[src/rtl/core/ascl_pkg.sv]
// ----------------------------------------------------------------------------
// ascl_pkg
// Shared constants, types and helper functions for the assembly source line
// cleaner: character codes, the output load select and the control and status
// groups between controller and datapath.
// ----------------------------------------------------------------------------
package ascl_pkg;

   // Depth of the pending whitespace store and the widths that follow from it.
   localparam int PENDING_DEPTH = 15;
   localparam int CNT_W = $clog2(PENDING_DEPTH + 1);
   localparam int IDX_W = (PENDING_DEPTH > 1) ? $clog2(PENDING_DEPTH) : 1;

   localparam logic [7:0] CH_NUL  = 8'h00;
   localparam logic [7:0] CH_TAB  = 8'h09;
   localparam logic [7:0] CH_LF   = 8'h0A;
   localparam logic [7:0] CH_VT   = 8'h0B;
   localparam logic [7:0] CH_FF   = 8'h0C;
   localparam logic [7:0] CH_CR   = 8'h0D;
   localparam logic [7:0] CH_SPC  = 8'h20;
   localparam logic [7:0] CH_SEMI = 8'h3B;
   localparam logic [7:0] CH_LC_A = 8'h61;
   localparam logic [7:0] CH_LC_Z = 8'h7A;
   localparam logic [7:0] CASE_OFFSET = 8'h20;

   // Source of the byte loaded into the output register.
   typedef enum logic [2:0] {
      OUT_NONE,
      OUT_DIRECT,
      OUT_BUF,
      OUT_HELD,
      OUT_END
   } out_sel_type;

   // Commands from the controller to the datapath.
   typedef struct packed {
      logic        take;
      out_sel_type out_sel;
      logic        out_last;
      logic        idx_clr;
      logic        idx_inc;
      logic        clr_count;
      logic        end_text;
   } ascl_cmd_type;

   // Status from the datapath to the controller.
   typedef struct packed {
      logic out_free;
      logic flush_needed;
      logic single_result;
      logic idx_at_last;
      logic held_last;
   } ascl_status_type;

   // Whitespace that does not end a line.
   function automatic logic is_blank(input logic [7:0] c);
      return (c == CH_SPC) || (c == CH_TAB) || (c == CH_VT) || (c == CH_FF) ||
             (c == CH_CR);
   endfunction

   function automatic logic [7:0] to_upper(input logic [7:0] c);
      logic [7:0] r;
      r = c;
      if (c inside {[CH_LC_A:CH_LC_Z]}) begin
         r = c - CASE_OFFSET;
      end
      return r;
   endfunction

endpackage

[src/rtl/core/ascl_ctrl.sv]
// ----------------------------------------------------------------------------
// ascl_ctrl
// Controller state machine: takes input bytes, sequences the whitespace flush,
// the held character and the end marker into the output register.
// ----------------------------------------------------------------------------
module ascl_ctrl (
   input  logic                     clock,
   input  logic                     reset,
   input  logic                     req_valid,
   input  logic                     req_end_of_input,
   output logic                     req_stall,
   input  ascl_pkg::ascl_status_type status,
   output ascl_pkg::ascl_cmd_type    cmd
);
   import ascl_pkg::*;

   typedef enum logic [1:0] {
      ST_IDLE,
      ST_FLUSH,
      ST_CHAR,
      ST_FINAL
   } state_type;

   state_type state_ff;
   state_type state_in;

   // Next state and commands.
   always_comb begin
      state_in      = state_ff;
      cmd           = '0;
      cmd.out_sel   = OUT_NONE;
      req_stall     = 1'b1;
      case (state_ff)
         ST_IDLE: begin
            req_stall = !status.out_free;
            if (req_valid && status.out_free) begin
               cmd.take = 1'b1;
               if (status.flush_needed) begin
                  cmd.idx_clr = 1'b1;
                  state_in    = ST_FLUSH;
               end else if (status.single_result) begin
                  cmd.out_sel  = OUT_DIRECT;
                  cmd.out_last = !req_end_of_input;
                  if (req_end_of_input) begin
                     state_in = ST_FINAL;
                  end
               end else if (req_end_of_input) begin
                  cmd.out_sel  = OUT_END;
                  cmd.out_last = 1'b1;
                  cmd.end_text = 1'b1;
               end
            end
         end
         ST_FLUSH: begin
            if (status.out_free) begin
               cmd.out_sel = OUT_BUF;
               cmd.idx_inc = 1'b1;
               if (status.idx_at_last) begin
                  state_in = ST_CHAR;
               end
            end
         end
         ST_CHAR: begin
            if (status.out_free) begin
               cmd.out_sel   = OUT_HELD;
               cmd.out_last  = !status.held_last;
               cmd.clr_count = 1'b1;
               state_in      = status.held_last ? ST_FINAL : ST_IDLE;
            end
         end
         ST_FINAL: begin
            if (status.out_free) begin
               cmd.out_sel  = OUT_END;
               cmd.out_last = 1'b1;
               cmd.end_text = 1'b1;
               state_in     = ST_IDLE;
            end
         end
         default: begin
            state_in = ST_IDLE;
         end
      endcase
   end

   // State register.
   always_ff @(posedge clock) begin
      if (reset) begin
         state_ff <= ST_IDLE;
      end else begin
         state_ff <= state_in;
      end
   end

endmodule

[src/rtl/core/ascl_dp.sv]
// ----------------------------------------------------------------------------
// ascl_dp
// Datapath: byte classification, line state, pending whitespace store and the
// output register of the result channel.
// ----------------------------------------------------------------------------
module ascl_dp (
   input  logic                      clock,
   input  logic                      reset,
   input  logic [7:0]                req_in_char,
   input  logic                      req_end_of_input,
   input  logic                      rsp_stall,
   output logic                      rsp_valid,
   output logic [7:0]                rsp_out_char,
   output logic                      rsp_last_of_run,
   output logic                      rsp_end_marker,
   output logic                      rsp_text_nonempty,
   output logic                      rsp_space_overflow,
   input  ascl_pkg::ascl_cmd_type    cmd,
   output ascl_pkg::ascl_status_type status
);
   import ascl_pkg::*;

   logic             in_comment_ff, in_comment_in;
   logic             line_ff, line_in;
   logic             emitted_ff, emitted_in;
   logic             ovf_ff, ovf_in;
   logic [CNT_W-1:0] count_ff, count_in;
   logic [IDX_W-1:0] idx_ff, idx_in;
   logic [7:0]       held_ff;
   logic             held_last_ff;
   logic [7:0]       space_mem_ff [PENDING_DEPTH];

   logic             rsp_valid_ff;
   logic [7:0]       out_char_ff;
   logic             out_last_ff, out_end_ff, out_nonempty_ff, out_ovf_ff;

   logic is_eol, is_semi, is_sp, comment_now, kept, space_keep, emit_nl, mem_wr;
   logic count_full, out_free;

   // Classification of the byte on the input channel.
   always_comb begin
      is_eol      = (req_in_char == CH_LF) || (req_in_char == CH_NUL);
      is_semi     = (req_in_char == CH_SEMI);
      is_sp       = is_blank(req_in_char);
      comment_now = in_comment_ff || is_semi;
      kept        = !is_eol && !comment_now && !is_sp;
      space_keep  = !is_eol && !comment_now && is_sp && line_ff;
      emit_nl     = (req_in_char == CH_LF) && line_ff;
      count_full  = (count_ff == CNT_W'(PENDING_DEPTH));
      mem_wr      = cmd.take && space_keep && !count_full;
   end

   assign out_free = !rsp_valid_ff || !rsp_stall;

   always_comb begin
      status.out_free      = out_free;
      status.flush_needed  = kept && (count_ff != '0);
      status.single_result = (kept && (count_ff == '0)) || emit_nl;
      status.idx_at_last   = (CNT_W'(idx_ff) == count_ff - CNT_W'(1));
      status.held_last     = held_last_ff;
   end

   // Line state update: the input transaction first, then the end of text.
   always_comb begin
      in_comment_in = in_comment_ff;
      line_in       = line_ff;
      emitted_in    = emitted_ff;
      ovf_in        = ovf_ff;
      count_in      = count_ff;
      if (cmd.take) begin
         if (is_eol) begin
            in_comment_in = 1'b0;
            line_in       = 1'b0;
            count_in      = '0;
            if (emit_nl) begin
               emitted_in = 1'b1;
            end
         end else begin
            if (is_semi) begin
               in_comment_in = 1'b1;
            end
            if (kept) begin
               line_in    = 1'b1;
               emitted_in = 1'b1;
            end
            if (space_keep) begin
               if (count_full) begin
                  ovf_in = 1'b1;
               end else begin
                  count_in = count_ff + CNT_W'(1);
               end
            end
         end
      end
      if (cmd.clr_count) begin
         count_in = '0;
      end
      if (cmd.end_text) begin
         in_comment_in = 1'b0;
         line_in       = 1'b0;
         count_in      = '0;
         emitted_in    = 1'b0;
      end
   end

   // Flush index.
   always_comb begin
      idx_in = idx_ff;
      if (cmd.idx_clr) begin
         idx_in = '0;
      end else if (cmd.idx_inc) begin
         idx_in = idx_ff + IDX_W'(1);
      end
   end

   // Control registers.
   always_ff @(posedge clock) begin
      if (reset) begin
         in_comment_ff <= 1'b0;
         line_ff       <= 1'b0;
         emitted_ff    <= 1'b0;
         ovf_ff        <= 1'b0;
         count_ff      <= '0;
         idx_ff        <= '0;
         rsp_valid_ff  <= 1'b0;
      end else begin
         in_comment_ff <= in_comment_in;
         line_ff       <= line_in;
         emitted_ff    <= emitted_in;
         ovf_ff        <= ovf_in;
         count_ff      <= count_in;
         idx_ff        <= idx_in;
         if (cmd.out_sel != OUT_NONE) begin
            rsp_valid_ff <= 1'b1;
         end else if (!rsp_stall) begin
            rsp_valid_ff <= 1'b0;
         end
      end
   end

   // Pending whitespace store and the held character.
   always_ff @(posedge clock) begin
      if (mem_wr) begin
         space_mem_ff[count_ff[IDX_W-1:0]] <= req_in_char;
      end
      if (cmd.take) begin
         held_ff      <= to_upper(req_in_char);
         held_last_ff <= req_end_of_input;
      end
   end

   // Output register of the result channel.
   always_ff @(posedge clock) begin
      if (cmd.out_sel != OUT_NONE) begin
         out_last_ff     <= cmd.out_last;
         out_ovf_ff      <= ovf_in;
         out_end_ff      <= 1'b0;
         out_nonempty_ff <= 1'b0;
         case (cmd.out_sel)
            OUT_DIRECT: out_char_ff <= emit_nl ? CH_LF : to_upper(req_in_char);
            OUT_BUF:    out_char_ff <= space_mem_ff[idx_ff];
            OUT_HELD:   out_char_ff <= held_ff;
            OUT_END: begin
               out_char_ff     <= CH_NUL;
               out_end_ff      <= 1'b1;
               out_nonempty_ff <= emitted_ff;
            end
            default:    out_char_ff <= CH_NUL;
         endcase
      end
   end

   assign rsp_valid          = rsp_valid_ff;
   assign rsp_out_char       = out_char_ff;
   assign rsp_last_of_run    = out_last_ff;
   assign rsp_end_marker     = out_end_ff;
   assign rsp_text_nonempty  = out_nonempty_ff;
   assign rsp_space_overflow = out_ovf_ff;

endmodule

[src/rtl/core/asm_source_line_cleaner_core.sv]
// ----------------------------------------------------------------------------
// asm_source_line_cleaner_core
// Cleans assembly source text one byte at a time: strips comments, leading and
// trailing whitespace and empty lines, and folds letters to upper case.
// ----------------------------------------------------------------------------
//  Channel  Direction  Handshake           Payload
//  req      in         req_valid/req_stall req_in_char, req_end_of_input
//  rsp      out        rsp_valid/rsp_stall rsp_out_char, rsp_last_of_run,
//                                          rsp_end_marker, rsp_text_nonempty,
//                                          rsp_space_overflow
//
//  A byte with at most one result goes straight to the output register; a new
//  byte is accepted every cycle while the controller is idle and the output
//  register drains. A kept byte after n pending whitespace bytes follows the
//  n stored bytes from the single read port; end of input adds the end marker.
//  Synchronous active-high reset clears all line state and the output valid.
//  rsp_stall holds the output register; req_stall rises while it is full and
//  stalled and while a flush, a held character or an end marker is sequenced.
// ----------------------------------------------------------------------------
module asm_source_line_cleaner_core (
   input  logic       clock,
   input  logic       reset,
   input  logic       req_valid,
   output logic       req_stall,
   input  logic [7:0] req_in_char,
   input  logic       req_end_of_input,
   output logic       rsp_valid,
   input  logic       rsp_stall,
   output logic [7:0] rsp_out_char,
   output logic       rsp_last_of_run,
   output logic       rsp_end_marker,
   output logic       rsp_text_nonempty,
   output logic       rsp_space_overflow
);
   import ascl_pkg::*;

   ascl_cmd_type    cmd;
   ascl_status_type status;

   // Sequencer.
   ascl_ctrl u_ctrl (
      .clock            (clock),
      .reset            (reset),
      .req_valid        (req_valid),
      .req_end_of_input (req_end_of_input),
      .req_stall        (req_stall),
      .status           (status),
      .cmd              (cmd)
   );

   // Line state, whitespace store and output register.
   ascl_dp u_dp (
      .clock              (clock),
      .reset              (reset),
      .req_in_char        (req_in_char),
      .req_end_of_input   (req_end_of_input),
      .rsp_stall          (rsp_stall),
      .rsp_valid          (rsp_valid),
      .rsp_out_char       (rsp_out_char),
      .rsp_last_of_run    (rsp_last_of_run),
      .rsp_end_marker     (rsp_end_marker),
      .rsp_text_nonempty  (rsp_text_nonempty),
      .rsp_space_overflow (rsp_space_overflow),
      .cmd                (cmd),
      .status             (status)
   );

endmodule

[config.mk]
export PLATFORM = sky130hd
export DESIGN_NAME = asm_source_line_cleaner_core
export DESIGN_NICKNAME = d
export VERILOG_FILES = /design/src/rtl/core/ascl_pkg.sv /design/src/rtl/core/ascl_ctrl.sv /design/src/rtl/core/ascl_dp.sv /design/src/rtl/core/asm_source_line_cleaner_core.sv
export SDC_FILE = /design/constraint.sdc
export NUM_CORES = 1
export LEC_CHECK = 0
export BUFFER_PORTS_ARGS = -buffer_cell sky130_fd_sc_hd__buf_4
export CORE_MARGIN = 4
export CORE_UTILIZATION = 64
export CTS_BUF_LIST = sky130_fd_sc_hd__clkbuf_4
export DETAILED_ROUTE_END_ITERATION = 7
export GPL_TIMING_DRIVEN = 0
export PLACE_DENSITY = 0.86
export SYNTH_ARGS = -nofsm -noshare
export SYNTH_HDL_FRONTEND = slang
export SYNTH_HIERARCHICAL = 1
export SYNTH_SLANG_ARGS = --single-unit
[constraint.sdc]
create_clock -name clock -period 4.15 [get_ports clock]
set_clock_uncertainty 0.2 [all_clocks]
set_input_delay 0.83 -clock clock [delete_from_list [all_inputs] [get_ports clock]]
set_output_delay 0.83 -clock clock [all_outputs]
set_load 0.03 [all_outputs]
==> flow_summary.json, run 1 <==
{
  "nFillCells": 679,
  "hpwl_mm": 9.981,
  "grt_overflow": 0,
  "cts_setup_buffers": 0,
  "power_switching_mw": 1.185,
  "dp_cells": 617,
  "sw_frac_of_total_pct": 31.62,
  "cts_buffer_depth": 2,
  "critPathMaxStageDelay_ps": 400,
  "worst-path-max-fanout": 17,
  "setup_viol": 0,
  "wl_per_cell_um": 21.99,
  "synth_warnings": 6,
  "synth-edff-count": 141,
  "die_x_um": 113.3,
  "num_antenna_cells": 0,
  "worstSetupPathType": "in -> reg",
  "worstHoldPathType": "in -> reg",
  "tns_ps": 0,
  "gp_congestion": 0.8198,
  "reg2reg_depth": 14,
  "r2r_slack_ps": 690,
  "syn_to_final_growth_pct": 8.679,
  "regToRegStartpoint": "u_dp/count_ff[0]",
  "power_leakage_nw": 2.585,
  "clk_latency_ps": 550,
  "drive_above_1_share_pct": 20.04,
  "powerDensity_nw_per_um2": 486.0,
  "hold_ws_ps": 264.5,
  "max_slew_margin_pct": 57.64,
  "synth_cell_type_count": 63,
  "period_minus_slack_ps": 3914,
  "syn-instance-count": 451,
  "tightest_slew_ps": 635.4,
  "multi_input_area_um2": 2270,
  "slowest_stage": "a21boi_1",
  "seqPwrFrac_pct": 51.8,
  "start_kind": "input port",
  "htreeDepth": 4,
  "required_ps": 4260,
  "chipHeight_um": 113.3,
  "synth_seq_area_share_pct": 65.06,
  "first_global_vias": 4154,
  "num_rows": 38,
  "vias": 4147,
  "first_iter_violations": 498,
  "ios": 27,
  "viasPerCell": 6.390,
  "antenna_left": 0,
  "fin_crit_sh_pct": 94.31,
  "dieArea_um2": 12830,
  "min_from": "req_end_of_input",
  "max_freq_mhz": 255.5,
  "ctsHoldBuffers": 0,
  "port_buffers": 26,
  "drc_errors": 0,
  "ys_ff_latch": 160,
  "finalMaxSlewViolations": 0,
  "ir_drop_mv": 0.3350,
  "p_int_mw": 2.562,
  "synthArstFlopShare_pct": 0,
  "ys.flop_type": "edfxtp_1",
  "syn_area_per_cell_um2": 15.73,
  "place_ws_ps": -424.4,
  "status": "finished, final reports clean",
  "maxCapViolations": 0,
  "syn_nets": 479,
  "rsz0062_at_grt": "false",
  "cts_buffers": 17,
  "antenna_found_initial": 0,
  "hold_violations": 0,
  "power.share.clock_pct": 21.6,
  "arrival_ps": 4030,
  "grt_max_degree": 24,
  "syn_area_um2": 7093,
  "clkSinkCount": 160,
  "layout.area.seq_um2": 4614,
  "final_cells": 649,
  "wl_mm": 14.27,
  "path_cells": "buf_4, buf_4, nor2_1, nand4b_1, nand2_1, nand3b_1, o21ai_0, inv_1, ha_1, nand3_1, a21boi_1, nor2_1, nand2_1, or2_2, clkbuf_1, o22ai_1, a311o_1",
  "critPathBufInv": 4,
  "holdPathStages": 1,
  "coreArea_um2": 10840,
  "cts_tree": "built",
  "grt.total_usage_pct": 24.09,
  "grt_pass1_wl_mm": 22.85,
  "first_pass_iters": 4,
  "r2r-end": "u_dp/rsp_out_char[7]",
  "nets": 524,
  "end_kind": "register",
  "initial_core_util_pct": 65.43,
  "finalWorstSetupSlack_ps": 236.3,
  "comb_power_share_pct": 26.6,
  "hold_end": "u_dp/held_last_ff",
  "root_buffer": "clkbuf_4",
  "clk_pin_slew_ps": 130,
  "total_power_mw": 3.746,
  "crit_family": "simple AND/OR/NAND/NOR gates"
}
-- cell type report --
| type | instances | area share [%] |
|---|---|---|
| repair buffers | 26 | 2.532 |
| clock inverters | 14 | 1.428 |
| well taps | 140 | 2.272 |
| flip-flops and latches | 160 | 59.86 |
| inverters | 14 | 0.6817 |
| multi-input cells | 253 | 29.44 |
| plain buffers | 24 | 2.029 |
| clock buffers | 18 | 1.753 |
-- cell usage after synthesis (4+ instances only) --
library cell,n,area share (%)
nand4_1,6,0.53
buf_6,4,0.63
and4_1,8,0.99
nand3_1,6,0.42
clkbuf_1,8,0.42
inv_1,14,0.74
nand2b_1,5,0.44
ha_1,15,2.6
buf_4,4,0.42
edfxtp_1,141,60
and3_1,7,0.62
nor2_1,13,0.69
a21boi_0,4,0.42
o21ai_0,16,1.1
and4b_1,4,0.56
mux4_2,20,6.4
mux2i_1,32,4.5
dfxtp_1,19,5.4
nor3_1,11,0.78
a21oi_1,10,0.71
xnor2_1,8,0.99
mux4_1,4,1.5
nor2b_1,7,0.62
o22a_1,4,0.49
nand2_1,24,1.3
-- stage by stage --
step / utilization [%] / instance area (um^2)
after floorplan: - / 7093
after global placement: 68.85 / 7463
after detailed placement: 68.85 / 7463
after CTS: 71.11 / 7709
after global routing: 71.11 / 7709
final: 71.11 / 7709
-- worst register-to-register path, cell delays in order (launching register included) --
cell	delay [ps]
dfxtp_1	480
inv_1	150
ha_1	310
nand2_1	80
o21ai_0	150
inv_1	100
ha_1	180
nand3_1	80
a21boi_1	400
nor2_1	130
nand2_1	140
or2_2	120
clkbuf_1	280
o22ai_1	140
a311o_1	290
-- sequential cells by signal, summed over array words and instances, names as in the netlist, named ones only --
register,count
u_dp/space_mem_ff,120
u_dp/held_ff,8
u_dp/rsp_out_char,8
u_dp/count_ff,4
u_dp/idx_ff,4
u_ctrl/state_ff,2
u_dp/emitted_ff,1
u_dp/held_last_ff,1
u_dp/in_comment_ff,1
u_dp/line_ff,1
u_dp/ovf_ff,1
u_dp/rsp_end_marker,1
u_dp/rsp_last_of_run,1
u_dp/rsp_space_overflow,1
u_dp/rsp_text_nonempty,1
u_dp/rsp_valid,1
-- layout by cell type (no fill, tap or decap), types with 8 or more instances in the layout --
cell and n:
buf_4 30, mux4_2 20, inv_1 14, edfxtp_1 141
and4_1 8, a21oi_1 10, nand2_1 24, ha_1 15
mux2i_1 32, o21ai_0 16, nor3_1 11, clkbuf_1 8
nor2_1 13, dfxtp_1 19, xnor2_1 8, clkbuf_4 18
-- worst max-delay path by stage --
stage	startpoint	endpoint	slack, ps	cells past startpoint
floorplan	req_in_char[2]	u_dp/rsp_out_char[7]	500	14
global placement	req_in_char[1]	u_dp/rsp_out_char[7]	-290	15
detailed placement	req_in_char[1]	u_dp/rsp_out_char[7]	-420	15
CTS	req_in_char[1]	u_dp/rsp_out_char[7]	160	15
global route	req_in_char[1]	u_dp/rsp_out_char[5]	70	17
finish	req_in_char[1]	u_dp/rsp_out_char[7]	240	17
-- repair_timing --
item,CTS,global route
setup endpoints to repair,0,6
resized for setup,0,2
endpoints found under the hold margin,0,0
-- cells by family (layout without fill, tap and decap cells) --
family,after synthesis,after routing,share of synthesized area (%)
xor gates and xnor gates,11,11,1.358
adders and majority gates,15,15,2.646
DFF,160,160,65.06
muxes,57,57,12.56
AOI/OAI and AO/OA,59,59,6.122
and+or+nand+nor,111,111,9.314
buffers and inverters,38,96,2.946
-- routing by layer --
layer | track usage, % | routed length [um]
met1 | 32.31 | 5557
met2 | 39.38 | 7361
met3 | 4.545 | 957
met4 | 9.696 | 395
met5 | 0 | 0
-- power groups by stage --
stage / combinational, mW / sequential (mW) / clock (mW)
6_report: 0.998 / 1.94 / 0.809
3_3_place_gp: 0.963 / 1.97 / 0
3_5_place_dp: 0.995 / 1.98 / 0
4_1_cts: 0.997 / 1.94 / 0.828
5_1_grt: 1.07 / 1.95 / 0.907
2_1_floorplan: 0.576 / 2.10 / 0
Power figures use the tool's default switching activity.
==> run 2, diff against run 1 <==
- CORE_UTILIZATION: 64 -> 55
- PLACE_DENSITY: 0.86 -> 0.76
==> run 2 against run 1 <==
Effect of this change:
- fmax decreased by 2.1%
- global-route usage fell by 4.0 points
- flip-flop and latch count is the same
- die area grew 15%
- hold slack better by 15 ps
- sequential share of layout area is 0.99 points lower
- clock power grew 26%
- power up 5.4%
- clock-buffer cell count is 1 higher
- register-to-register slack lost 40 ps
- combinational power shrank 1%
==> flow_summary.json, run 2 (synthesis results as in run 1) <==
{
  "status": "finished, final reports clean",
  "grt.total_usage_pct": 20.13,
  "grt_pass1_wl_mm": 21.99,
  "worstSetupPathType": "in -> reg",
  "worstHoldPathType": "in -> reg",
  "critPathBufInv": 4,
  "multi_input_area_um2": 2273,
  "tightest_slew_ps": 648.6,
  "dp_cells": 649,
  "hold_violations": 0,
  "regToRegStartpoint": "u_dp/count_ff[0]",
  "rsz0062_at_grt": "false",
  "wl_mm": 13.78,
  "antenna_left": 0,
  "first_pass_iters": 5,
  "chipHeight_um": 121.6,
  "vias": 4013,
  "drive_above_1_share_pct": 20.43,
  "num_rows": 41,
  "initial_core_util_pct": 56.21,
  "hpwl_mm": 9.462,
  "ctsHoldBuffers": 0,
  "slowest_stage": "a21boi_1",
  "dieArea_um2": 14780,
  "clk_pin_slew_ps": 120,
  "path_cells": "buf_4, buf_4, nor2_1, nand4b_1, nand2_1, nand3b_1, o21ai_0, inv_1, ha_1, nand3_1, a21boi_1, nor2_1, nand2_1, or2_2, clkbuf_1, o22ai_1, a311o_1",
  "final_cells": 682,
  "period_minus_slack_ps": 3996,
  "power_leakage_nw": 2.623,
  "end_kind": "register",
  "final_util_pct": 62.12,
  "die_x_um": 121.6,
  "worstSetupStartpoint": "req_in_char[1]",
  "clk_latency_ps": 550,
  "wl_per_cell_um": 20.21,
  "first_iter_violations": 314,
  "syn_to_final_growth_pct": 10.51,
  "htreeDepth": 4,
  "largest_register_ffs": 120,
  "grt_overflow": 0,
  "max_slew_margin_pct": 56.76,
  "first_global_vias": 4099,
  "viasPerCell": 5.884,
  "final_cell_mix": "edfxtp_1, mux2i_1, buf_4",
  "setup_viol": 0,
  "nFillCells": 971,
  "worst-path-max-fanout": 17,
  "max_freq_mhz": 250.2,
  "nets": 524,
  "cts_buffers": 17,
  "final_common_cell": "edfxtp_1",
  "crit_family": "simple AND/OR/NAND/NOR gates",
  "required_ps": 4260,
  "powerDensity_nw_per_um2": 503.5,
  "fin_crit_sh_pct": 96.29,
  "coreArea_um2": 12620,
  "maxCapViolations": 0,
  "cts_tree": "built",
  "ios": 27,
  "arrival_ps": 4100,
  "grt_max_degree": 24,
  "gp_congestion": 0.7742,
  "clkSinkCount": 160,
  "drc_errors": 0,
  "cts_buffer_depth": 2,
  "antenna_found_initial": 1,
  "root_buffer": "clkbuf_4",
  "start_kind": "input port",
  "tns_ps": 0,
  "port_buffers": 26,
  "layout.area.seq_um2": 4614,
  "min_from": "req_end_of_input",
  "ir_drop_mv": 0.3578,
  "critPathMaxStageDelay_ps": 400,
  "finalMaxSlewViolations": 0
}
-- run 2: worst paths after layout --
path / end / slack, ps / cells past startpoint
min reg2reg: u_dp/emitted_ff / 280 / 2
max reg2reg: u_dp/rsp_out_char[7] / 650 / 14
max: u_dp/rsp_out_char[7] / 150 / 17
min: u_dp/held_last_ff / 280 / 1
-- run 2: final cells by class --
| class | instances | share of cell area, % |
|---|---|---|
| Clock buffer | 19 | 1.820 |
| Timing Repair Buffer | 26 | 2.490 |
| Antenna cell | 1 | 0.03192 |
| Buffer | 24 | 1.995 |
| Inverter | 14 | 0.6704 |
| Sequential cell | 160 | 58.87 |
| Multi-Input combinational cell | 253 | 29.00 |
| Clock inverter | 13 | 2.378 |
| Tap cell | 172 | 2.745 |
-- run 2: metrics by stage --
step	hold slack, ps	cell area, um^2	setup slack, ps	power [mW]
floorplan	227.5	7093	495.3	2.676
global placement	262.2	7503	-373.4	2.943
detailed placement	264.5	7503	-522.5	2.970
CTS	220.1	7833	68.34	3.985
global route	210.6	7839	9.714	4.141
finish	279.2	7839	153.8	3.947
-- run 2: per-layer routing --
metal | track usage (%) | part of all wire [%]
met4 | 6.513 | 1.5
met5 | 0 | 0
met3 | 4.689 | 4.3
met2 | 33.82 | 51
met1 | 26.18 | 43
-- run 2: timing repair --
action                                  CTS  global route
endpoints found under the setup margin    0             7
resized for setup                         0             3
buffers inserted                          0             0
-- run 2: power breakdown --
group / leakage [nW] / switching [mW] / internal [mW] / total, mW
clock: 0.167 / 0.531 / 0.492 / 1.02
combinational: 1.02 / 0.568 / 0.419 / 0.987
sequential: 1.44 / 0.0473 / 1.89 / 1.94
total: 2.62 / 1.15 / 2.80 / 3.95
==> run 3, diff against run 2 <==
- CAP_MARGIN: default -> 20
- PLACE_DENSITY: 0.76 -> 0.79
- clock period: 4.15 -> 3.2 ns (I/O delays scaled with it)
==> run 3 against run 2 <==
Effect of this change:
- flip-flop and latch count unchanged
- clock power rose by 5%
- sequential share of layout area is essentially flat
- routed wire length grew 1.7%
- global-route usage is 0.52 points higher
- core utilization hardly changed
- non-clock buffer count did not move
- critical path type unchanged
- critical endpoint unchanged
- largest cell class unchanged
- largest power group unchanged
==> flow_summary.json, run 3 (synthesis results as in run 1) <==
{
  "tns_ps": 0,
  "final_cells": 681,
  "drive_above_1_share_pct": 23.62,
  "worstSetupPathType": "in -> reg",
  "rsz0062_at_grt": "true",
  "gp_congestion": 0.7864,
  "chipHeight_um": 121.6,
  "max_freq_mhz": 316.8,
  "hold_violations": 0,
  "critPathMaxStageDelay_ps": 410,
  "cts_buffer_depth": 2,
  "place_area_um2": 7522,
  "antenna_found_initial": 1,
  "min_from": "req_end_of_input",
  "first_pass_iters": 5,
  "start_kind": "input port",
  "num_rows": 41,
  "critPathBufInv": 2,
  "cts_tree": "built",
  "path_cells": "buf_4, or3_4, nor2_4, o211ai_4, nand3b_1, o21ai_2, inv_1, ha_1, nand3_1, a21boi_4, nor2_1, nand3_1, o22ai_1, a311o_1",
  "finalWorstSetupSlack_ps": 43.02,
  "place_ws_ps": -625.9,
  "end_kind": "register",
  "max_slew_margin_pct": 59.77,
  "ctsHoldBuffers": 0,
  "fin_crit_sh_pct": 98.66,
  "seqPwrFrac_pct": 51.5,
  "status": "finished, final reports clean",
  "first_global_vias": 4124,
  "antenna_left": 0,
  "nets": 524,
  "dieArea_um2": 14780,
  "p_int_mw": 3.396,
  "wl_mm": 14.02,
  "clkSinkCount": 160,
  "crit_family": "simple AND/OR/NAND/NOR gates",
  "root_buffer": "clkbuf_4",
  "comb_power_share_pct": 26.7,
  "first_iter_violations": 461,
  "viasPerCell": 5.863,
  "htreeDepth": 4,
  "final_util_pct": 62.08,
  "tightest_slew_ps": 603.5,
  "setup_viol": 0,
  "finalMaxSlewViolations": 0,
  "worstHoldPathType": "in -> reg",
  "arrival_ps": 3260,
  "total_power_mw": 4.878,
  "hold_ws_ps": 91.58,
  "grt.total_usage_pct": 20.65,
  "required_ps": 3300,
  "coreArea_um2": 12620,
  "ios": 27,
  "r2r_slack_ps": 110,
  "syn_to_final_growth_pct": 10.44,
  "vias": 3993,
  "dp_cells": 649,
  "grt_pass1_wl_mm": 22.52,
  "final_cell_mix": "edfxtp_1, mux2i_1, buf_4",
  "largest_register_ffs": 120,
  "hpwl_mm": 9.706,
  "cts_buffers": 17,
  "grt_max_degree": 24,
  "design_area_um2": 7834,
  "maxCapViolations": 0,
  "final_common_cell": "edfxtp_1",
  "reg2reg_depth": 9,
  "r2r-end": "u_dp/space_mem_ff[5][6]",
  "clk_latency_ps": 540,
  "port_buffers": 26,
  "powerDensity_nw_per_um2": 622.7,
  "power.share.clock_pct": 21.8,
  "period_minus_slack_ps": 3157,
  "regToRegStartpoint": "u_dp/rsp_valid",
  "slowest_stage": "or3_4",
  "hold_end": "u_dp/held_last_ff",
  "grt_overflow": 0,
  "power_switching_mw": 1.483,
  "ir_drop_mv": 0.4710,
  "holdPathStages": 1,
  "wl_per_cell_um": 20.58,
  "sw_frac_of_total_pct": 30.40,
  "die_x_um": 121.6,
  "initial_core_util_pct": 56.21,
  "power_leakage_nw": 2.612,
  "drc_errors": 0,
  "cpMostUsedCell": "nand3_1",
  "worst-path-max-fanout": 22,
  "clk_pin_slew_ps": 130
}
==> run 3: changes by cell type in the layout (fill, tap and decap cells not counted), moves of 2 or more <==
cell / delta
and4_2: +4
and3_2: +4
and4b_1: -4
clkinv_1: +2
buf_6: +4
a21boi_4: +2
and4_1: -4
and3_1: -4
and4b_2: +4
bufinv_16: -3
buf_4: -3
a21boi_1: -2
==> run 3: final cells by class <==
cell class	instances	area (um^2)
Antenna cell	1	2.502
Buffer	22	146.4
Clock buffer	18	135.1
Clock inverter	13	116.4
Fill cell	943	4786
Inverter	14	52.55
Multi-Input combinational cell	253	2326
Sequential cell	160	4614
Tap cell	172	215.2
Timing Repair Buffer	28	225.2
==> run 3: worst register-to-register path, delay by kind of cell (launching register included) <==
family,cells,cell delay (ps)
buf+inv,3,650
flops,1,330
simple gates,5,1380
compound gates,1,180
==> run 3: what timing repair did <==
item                       CTS  global route
buffers inserted             1             1
gates cloned                 0             0
gates resized for setup      1            21
pin swaps                    1             3
setup endpoints to repair   94           107
==> run 3: power groups by stage <==
stage                     logic, mW  registers (mW)  clock network (mW)
final                          1.30            2.51                1.07
after global routing           1.40            2.53                1.22
after CTS                      1.30            2.51                1.09
after detailed placement       1.30            2.56                   0
after global placement         1.27            2.55                   0
after floorplan               0.754            2.72                   0
==> run 3: worst max path at each step <==
stage | startpoint | to | slack (ps) | cells past startpoint
after floorplan | req_in_char[2] | u_dp/rsp_out_char[7] | -6 | 15
after global placement | req_in_char[1] | u_dp/rsp_out_char[3] | -550 | 17
after detailed placement | req_in_char[2] | u_dp/rsp_out_char[7] | -630 | 16
after CTS | req_in_char[1] | u_dp/rsp_out_char[2] | 70 | 16
after global routing | req_in_char[3] | u_dp/rsp_out_char[7] | -60 | 15
final | req_in_char[4] | u_dp/rsp_out_char[7] | 40 | 14
==> run 3: metal layers <==
metal | global-route usage [%] | up-vias | routed length [um]
li1 | - | 1856 | -
met1 | 27.57 | 2004 | 5775
met5 | 0 | - | 0
met2 | 33.68 | 123 | 7183
met3 | 5.478 | 10 | 883
met4 | 6.162 | 0 | 174
